### config.mk
export PLATFORM = sky130hd
export DESIGN_NAME = oaht_front
export DESIGN_NICKNAME = d
export VERILOG_FILES = /design/src/hdl/oaht_pkg.sv /design/src/hdl/oaht_front.sv
export SDC_FILE = /design/constraint.sdc
export NUM_CORES = 1
export LEC_CHECK = 0
export ABC_AREA = 1
export BUFFER_PORTS_ARGS = -buffer_cell sky130_fd_sc_hd__buf_2
export CAP_MARGIN = 10
export CORE_ASPECT_RATIO = 1.25
export CORE_MARGIN = 2
export CORE_UTILIZATION = 40
export DETAILED_ROUTE_END_ITERATION = 16
export GPL_ROUTABILITY_DRIVEN = 0
export PLACE_DENSITY = 0.66
export SLEW_MARGIN = 10
export SYNTH_ARGS = -nofsm -noshare
export SYNTH_HDL_FRONTEND = slang
export SYNTH_SLANG_ARGS = --single-unit
### constraint.sdc
create_clock -name clk -period 23.1 [get_ports clk]
set_input_delay 0 -clock clk [delete_from_list [all_inputs] [get_ports clk]]
set_output_delay 0 -clock clk [all_outputs]
set_load 0.01 [all_outputs]
### src/hdl/oaht_pkg.sv
// ============================================================================
// oaht_pkg: shared types and codes for the open-address hash table unit
// Holds request and status codes, slot marks and the request record that
// travels from the front end to the probe engine.
// ============================================================================
`default_nettype none

package oaht_pkg;

    localparam logic [1:0] OP_SEARCH = 2'd0;
    localparam logic [1:0] OP_INSERT = 2'd1;
    localparam logic [1:0] OP_DELETE = 2'd2;
    localparam logic [1:0] OP_NONE   = 2'd3;

    localparam logic [2:0] ST_INSERTED = 3'd0;
    localparam logic [2:0] ST_UPDATED  = 3'd1;
    localparam logic [2:0] ST_FAILED   = 3'd2;
    localparam logic [2:0] ST_FOUND    = 3'd3;
    localparam logic [2:0] ST_MISSING  = 3'd4;
    localparam logic [2:0] ST_DELETED  = 3'd5;

    localparam logic [1:0] MARK_EMPTY = 2'd0;
    localparam logic [1:0] MARK_USED  = 2'd1;
    localparam logic [1:0] MARK_GONE  = 2'd2;

    localparam logic [1:0] REG_SIZE       = 2'd0;
    localparam logic [1:0] REG_PROBE_MODE = 2'd1;

    localparam int unsigned REQ_KEY_MAX  = 64;
    localparam int unsigned REQ_DATA_MAX = 64;

    // request after classification; widths are the widest the unit supports
    typedef struct packed {
        logic [1:0]              op;
        logic [REQ_KEY_MAX-1:0]  key;
        logic [REQ_DATA_MAX-1:0] data;
        logic [15:0]             home;
        logic [15:0]             step;
    } req_t;

endpackage

`default_nettype wire

### src/hdl/oaht_front.sv
// ============================================================================
// oaht_front: request front end
// Reduces home slot and step modulo the live table size (one subtract per
// cycle for both) and pushes the request into a short queue.
// ============================================================================
`default_nettype none

module oaht_front #(
    parameter int SLOTS = 1024,
    parameter int KEY_BITS = 64,
    parameter int DATA_BITS = 32
) (
    input  wire logic                 clk,
    input  wire logic                 rst_n,
    input  wire logic                 push,
    output logic                      full,
    input  wire logic [1:0]           op,
    input  wire logic [KEY_BITS-1:0]  key,
    input  wire logic [DATA_BITS-1:0] data_in,
    input  wire logic [9:0]           home_slot,
    input  wire logic [9:0]           probe_step,
    input  wire logic [16:0]          size,
    input  wire logic                 mode,
    output oaht_pkg::req_t            q_data,
    output logic                      q_valid,
    input  wire logic                 q_pop
);
    localparam int QD = 2;

    oaht_pkg::req_t  work_reg, work_next;
    logic            busy_reg, busy_next;
    logic [16:0]     hrem, srem;
    logic            hdone, sdone;
    oaht_pkg::req_t  fifo_reg [QD];
    logic [1:0]      cnt_reg;
    logic            rd_reg, wr_reg;
    logic            enq;
    oaht_pkg::req_t  enq_data;

    assign hrem  = {1'b0, work_reg.home} - size;
    assign srem  = {1'b0, work_reg.step} - size;
    assign hdone = {1'b0, work_reg.home} < size;
    assign sdone = {1'b0, work_reg.step} < size;
    assign enq   = busy_reg && hdone && sdone && (cnt_reg != 2'(QD));
    assign full  = busy_reg;

    always_comb
    begin
        work_next = work_reg;
        busy_next = busy_reg;
        if (!busy_reg)
        begin
            if (push)
            begin
                busy_next = 1'b1;
                work_next.op   = op;
                work_next.key  = 64'(key);
                work_next.data = 64'(data_in);
                work_next.home = 16'(home_slot);
                work_next.step = mode ? 16'(probe_step) : 16'd1;
            end
        end
        else
        begin
            if (!hdone) work_next.home = hrem[15:0];
            if (!sdone) work_next.step = srem[15:0];
            if (enq)
            begin
                busy_next = 1'b0;
                if (work_reg.step == 16'd0) work_next.step = 16'd1;
            end
        end
    end

    always_ff @(posedge clk or negedge rst_n)
    begin
        if (!rst_n)
            busy_reg <= 1'b0;
        else
            busy_reg <= busy_next;
    end

    always_ff @(posedge clk)
    begin
        work_reg <= work_next;
    end

    // zero step becomes one on the way into the queue
    always_comb
    begin
        enq_data = work_reg;
        if (work_reg.step == 16'd0) enq_data.step = 16'd1;
    end

    always_ff @(posedge clk or negedge rst_n)
    begin
        if (!rst_n)
        begin
            cnt_reg <= 2'd0;
            rd_reg  <= 1'b0;
            wr_reg  <= 1'b0;
        end
        else
        begin
            if (enq) wr_reg <= ~wr_reg;
            if (q_pop && q_valid) rd_reg <= ~rd_reg;
            cnt_reg <= cnt_reg + 2'(enq) - 2'(q_pop && q_valid);
        end
    end

    always_ff @(posedge clk)
    begin
        if (enq) fifo_reg[wr_reg] <= enq_data;
    end

    assign q_valid = cnt_reg != 2'd0;
    assign q_data  = fifo_reg[rd_reg];
endmodule

`default_nettype wire

Word level (Yosys, flattened, before mapping)
Memories as Yosys holds them, arrays and structs flattened.
Cells that the tools add are included.
{"block": "word_totals", "wordCells": 43, "inputBits": 140, "ramBits": 260, "memories": 1, "output_inout_bits": 164, "ff_bits": 135}
{"block": "op_classes", "bitwise": 3, "n_reduce_logical": 9, "n_lt_le_gt_ge": 2, "eq_ne": 2, "mux": 13, "n_addsub": 4}
{"name": "fifo_reg", "depth": 2, "word_bits": 130, "rd": 1, "rd_ports_with_merged_regs": 0, "wr": 1, "line": "oaht_front.sv:34", "source": "oaht_pkg::req_t fifo_reg [QD];"}
{"operator": "16-bit two-way mux", "n": 5}
{"operator": "32-bit two-way mux", "n": 2}
{"operator": "16-bit by 17-bit less-than comparator with 1-bit output", "n": 2}
{"operator": "16-bit subtractor", "n": 2}
{"operator": "16-bit logical NOT", "n": 1}
{"operator": "10-bit two-way mux", "n": 1}
{"operator": "1-bit two-way mux", "n": 5}
{"operator": "1-bit logical AND", "n": 4}
{"operator": "2-bit != test (second input constant)", "n": 2}
{"operator": "2-bit AND reduction", "n": 2}
{"operator": "2-bit nonzero test", "n": 2}
{"operator": "1-bit inverter", "n": 3}
{"operator": "2-bit by 1-bit adder with 2-bit output", "n": 1}
{"operator": "2-bit by 1-bit subtractor with 2-bit output", "n": 1}

Longest topological paths before layout
{"block": "logic_depth", "ltp_word": 6, "mapped_depth": 18, "depth_no_buf": 17}

Worst setup path after synthesis
No wires, ideal clock.
{"block": "synth_path", "kind": "flip-flop to flip-flop", "start": "reg work_reg[7] in the netlist's numbering", "end": "mem fifo_reg[0][0] in the netlist's numbering (enable)", "path_stages_with_launch": 12, "setup_time_ps": 623, "arrival_time_ps": 7029, "n_path_buf": 1, "required_ps": 22477, "setup_slack_ps": 15448, "period_less_slack_ps": 7652, "path_cell_list": "edfxtp_1 -> ha_1 -> nand2_2 -> inv_2 -> a21oi_2 -> nand2_1 -> nand2_1 -> nand3_2 -> buf_6 -> nor2_4 -> inv_2 -> nor2_1"}
{"block": "synth_between", "elab_chain_cells": 5}
{"element": "start: declaration", "line": "oaht_front.sv:30", "source": "oaht_pkg::req_t work_reg, work_next;"}
{"element": "start signal: assignment", "line": "oaht_front.sv:85", "source": "work_reg <= work_next;"}
{"element": "16-bit by 17-bit less-than comparator with 1-bit output", "line": "oaht_front.sv:43", "source": "assign sdone = {1'b0, work_reg.step} < size;"}
{"element": "1-bit logical AND (2 in series)", "line": "oaht_front.sv:44", "source": "assign enq = busy_reg && hdone && sdone && (cnt_reg != 2'(QD));"}
{"element": "1-bit two-way mux", "line": "oaht_front.sv:113", "source": "if (enq) fifo_reg[wr_reg] <= enq_data;"}
{"element": "1-bit two-way mux (not written as such)", "line": "oaht_front.sv:113"}
{"element": "end: declaration", "line": "oaht_front.sv:34"}
Every way passes these cells.

Final worst setup path
{"block": "layout_path", "start": "reg work_reg[2] in the netlist's numbering", "end": "mem fifo_reg[0][129] in the netlist's numbering (enable)"}
Same word-level chain as after synthesis.

==> qor.csv <==
metric;value;unit
hold_viol;0;
seq_power_share;0.432;
grt_start_max_net_pins;96;
cell_pwr_density;137;mW/mm^2
final_layout_size_suffix_gt1_frac;0.216;
routedWlPerCell;16.7;microns
die-width;184;microns
start_util;0.404;
timing.final.crit_period;4490;ps
register_area;0.0118;sq mm
routed-via-count;10700;
cp-end-kind;register;
place.port_buffers;271;
power.switching_fraction;0.360;
synthAdderAreaFrac;0.0288;
r2r-start;work_reg[2];
synth_seq_area_share;0.733;
ioPinCount;304;
syn_inst;1306;
maxCapViolations;0;
cp-startpoint;work_reg[2];
place.detailed.hpwl;23.9;mm
cts_tree;yes;
cp_data_required_time;23240;ps
core.rowCount;82;
timing.setup.critical_path_class;register to register;
dp_worst_setup_slack;18550;ps
area.growth.synth_to_final;26.6;%
post_drt_antenna_nets;0;
synthXorXnorAreaFrac;0.00923;
postSynth.topFlopCell;edfxtp_1;
drt-pass1-iter-count;5;
hold_path_class;input pin to register;
grt_pass1_vias;10600;
die_area;0.0420;sq mm
fin_nets;1877;
crit_fanout;76;
postSynthRegisterBits;395;
postSynth.asyncResetShare;0.0127;
setup_viol_count_final;0;
htree_num_levels;2;
reg2reg_slack;18610;ps
initial_antenna_violation_count;3;
avgSynthCellArea;12.4;sq um
synth.area.top_cells;edfxtp_1, nand2_1, ha_1, buf_4, inv_1;
netlist-cell-type-count;42;
synth_compound_gate_area_share;0.0284;
nFillCells;3378;
p_leak;0.00856;uW
grt_use_total;0.176;
avgViaCountPerCell;4.78;
clock.fmax;222;MHz
clk_pin_slew_worst_paths;60;ps
grt_setup_unrepaired;false;
synth_top_family_by_area;simple AND/OR/NAND/NOR gates;
cell_chosen_for_the_clock_root;clkbuf_16;
worst-slew-pin-transition;1140;ps
netlist_area;0.0161;sq mm
design.core.area;0.0399;sq mm
timing.clock.skew;10.1;ps
p_int;1800;uW
vdd.ir_drop.worst;0.0692;mV
tritoncts_num_sinks;395;
post-synth-top-count-cell;nand2_1;
crit_path_start_kind;register;
setup_tns;0;ps
synth.top_cells.by_count;nand2_1, edfxtp_1, inv_1;
largest_reg_flops;260;
period_share;0.195;
maxSlewHeadroom;0.238;
switching_power_summed_over_all_nets;1010;uW
worst_slack;18610;ps
synth.largest_area_cell;edfxtp_1;
synth-edff-count;390;
synth.yosys.warnings;0;
timing.rr.end;fifo_reg[0][129];
insertion_delay;530;ps
worst-r2r-cell-count;14;
critPathArrivalTime;4640;ps
wl;37.4;mm
grt_pass1_wl;56.9;mm
synthSimpleGateAreaFrac;0.156;
clk_path_buf_depth;3;
die_y;229;microns
mux_cell_area_share_after_synthesis;0;
area_taken_by_multi_input_logic_gates;0.00373;sq mm
drcViolationCount;0;
initialDrtViolationCount;682;
gate_power_share;0.338;
tritoncts.num_buffers;40;
maxSlewViolCount;0;
synth_largest_type_area_fraction;0.726;
pwr-share-clk;0.230;
status;completed;
endpoint;fifo_reg[0][129];
gr-total-overflow;0;
layer usage:
layer / GRT usage / part of all wire / vias up
met3: 0.0351 / 0.069 / 85
met2: 0.308 / 0.49 / 399
met5: 0 / 0.00035 / -
met1: 0.211 / 0.40 / 5047
li1: - / - / 5152
met4: 0.0698 / 0.036 / 2
critical path, stage by stage, from the launching register on:
cell      delay [ps]
edfxtp_1         500
ha_1             420
nand2_1          140
nand2_1           70
nand2_1           60
nand2_1           50
nand2_1           60
nand2_1           70
nand2_1           80
nand3_2          510
nor2_4           340
inv_2            100
nor2_4            80
buf_4            630
buf_4            950
what timing repair did:
item | in CTS | in global routing
resized for setup | 0 | 0
setup buffers | 0 | 0
endpoints found under the hold margin | 125 | 0
hold buffers | 125 | 0
how the worst min path moves through the flow:
stage                        to  startpoint  depth (start not counted)
floorplan            cnt_reg[0]       rst_n                          0
global placement           full       rst_n                          1
detailed placement         full       rst_n                          1
CTS                 work_reg[1]        mode                          5
global route        work_reg[3]        mode                          5
finish              work_reg[1]        mode                          5
stage by stage:
stage / utilization / power, uW / std cells / hold slack (ps) / instance area, sq um
floorplan: - / 1820 / 1337 / -296 / 16300
global placement: 0.448 / 2140 / 2038 / -164 / 17900
detailed placement: 0.448 / 2170 / 2038 / -161 / 17900
CTS: 0.512 / 2840 / 2232 / 16.9 / 20400
global route: 0.512 / 2990 / 2234 / 72.3 / 20400
finish: 0.512 / 2810 / 2235 / 51.1 / 20400
layout make-up:
cell class	count	share of cell area
flip-flops and latches	395	0.579
multi-input cells	793	0.183
repair buffers	405	0.131
clock buffers	51	0.0515
well taps	504	0.0309
inverters	66	0.0122
clock inverters	18	0.0121
diodes	3	0.000367
cells by family (layout without fill, tap and decap cells):
logic type	Yosys count	in the layout
and+or+nand+nor	629	629
DFF	395	395
other	1	35
xor gates and xnor gates	17	17
AOI/OAI and AO/OA	79	79
adders and majority gates	36	36
buffers and inverters	149	540
cell usage in the layout (no fill, tap or decap), types with 2 or more instances in the layout:
cell,count
clkbuf_16,40
nand4_1,4
or2_2,2
inv_1,59
o31ai_1,2
nand3_1,20
nor2_1,38
buf_2,271
dfrtp_1,4
a31oi_1,2
nand3_2,6
buf_4,9
conb_1,32
inv_6,3
o21ai_1,9
a21oi_2,6
fa_1,2
xor2_1,4
diode_2,3
nor3_1,5
o21bai_1,5
a21oi_1,27
nand2_2,4
clkinv_2,6
clkbuf_1,10
inv_2,6
nand2_1,532
xnor2_1,13
nor4_1,4
edfxtp_1,390
nand3b_1,4
ha_1,34
bufinv_16,5
nor2_4,6
o21ai_0,24
dlygate4sd3_1,125
power by group through the flow:
stage / registers [uW] / logic, uW / clock network (uW)
after detailed placement: 1230 / 939 / 0
after CTS: 1220 / 963 / 664
final: 1210 / 949 / 646
after floorplan: 1200 / 615 / 0
after global routing: 1240 / 1070 / 692
after global placement: 1220 / 925 / 0
(Power assumes the default switching activity.)
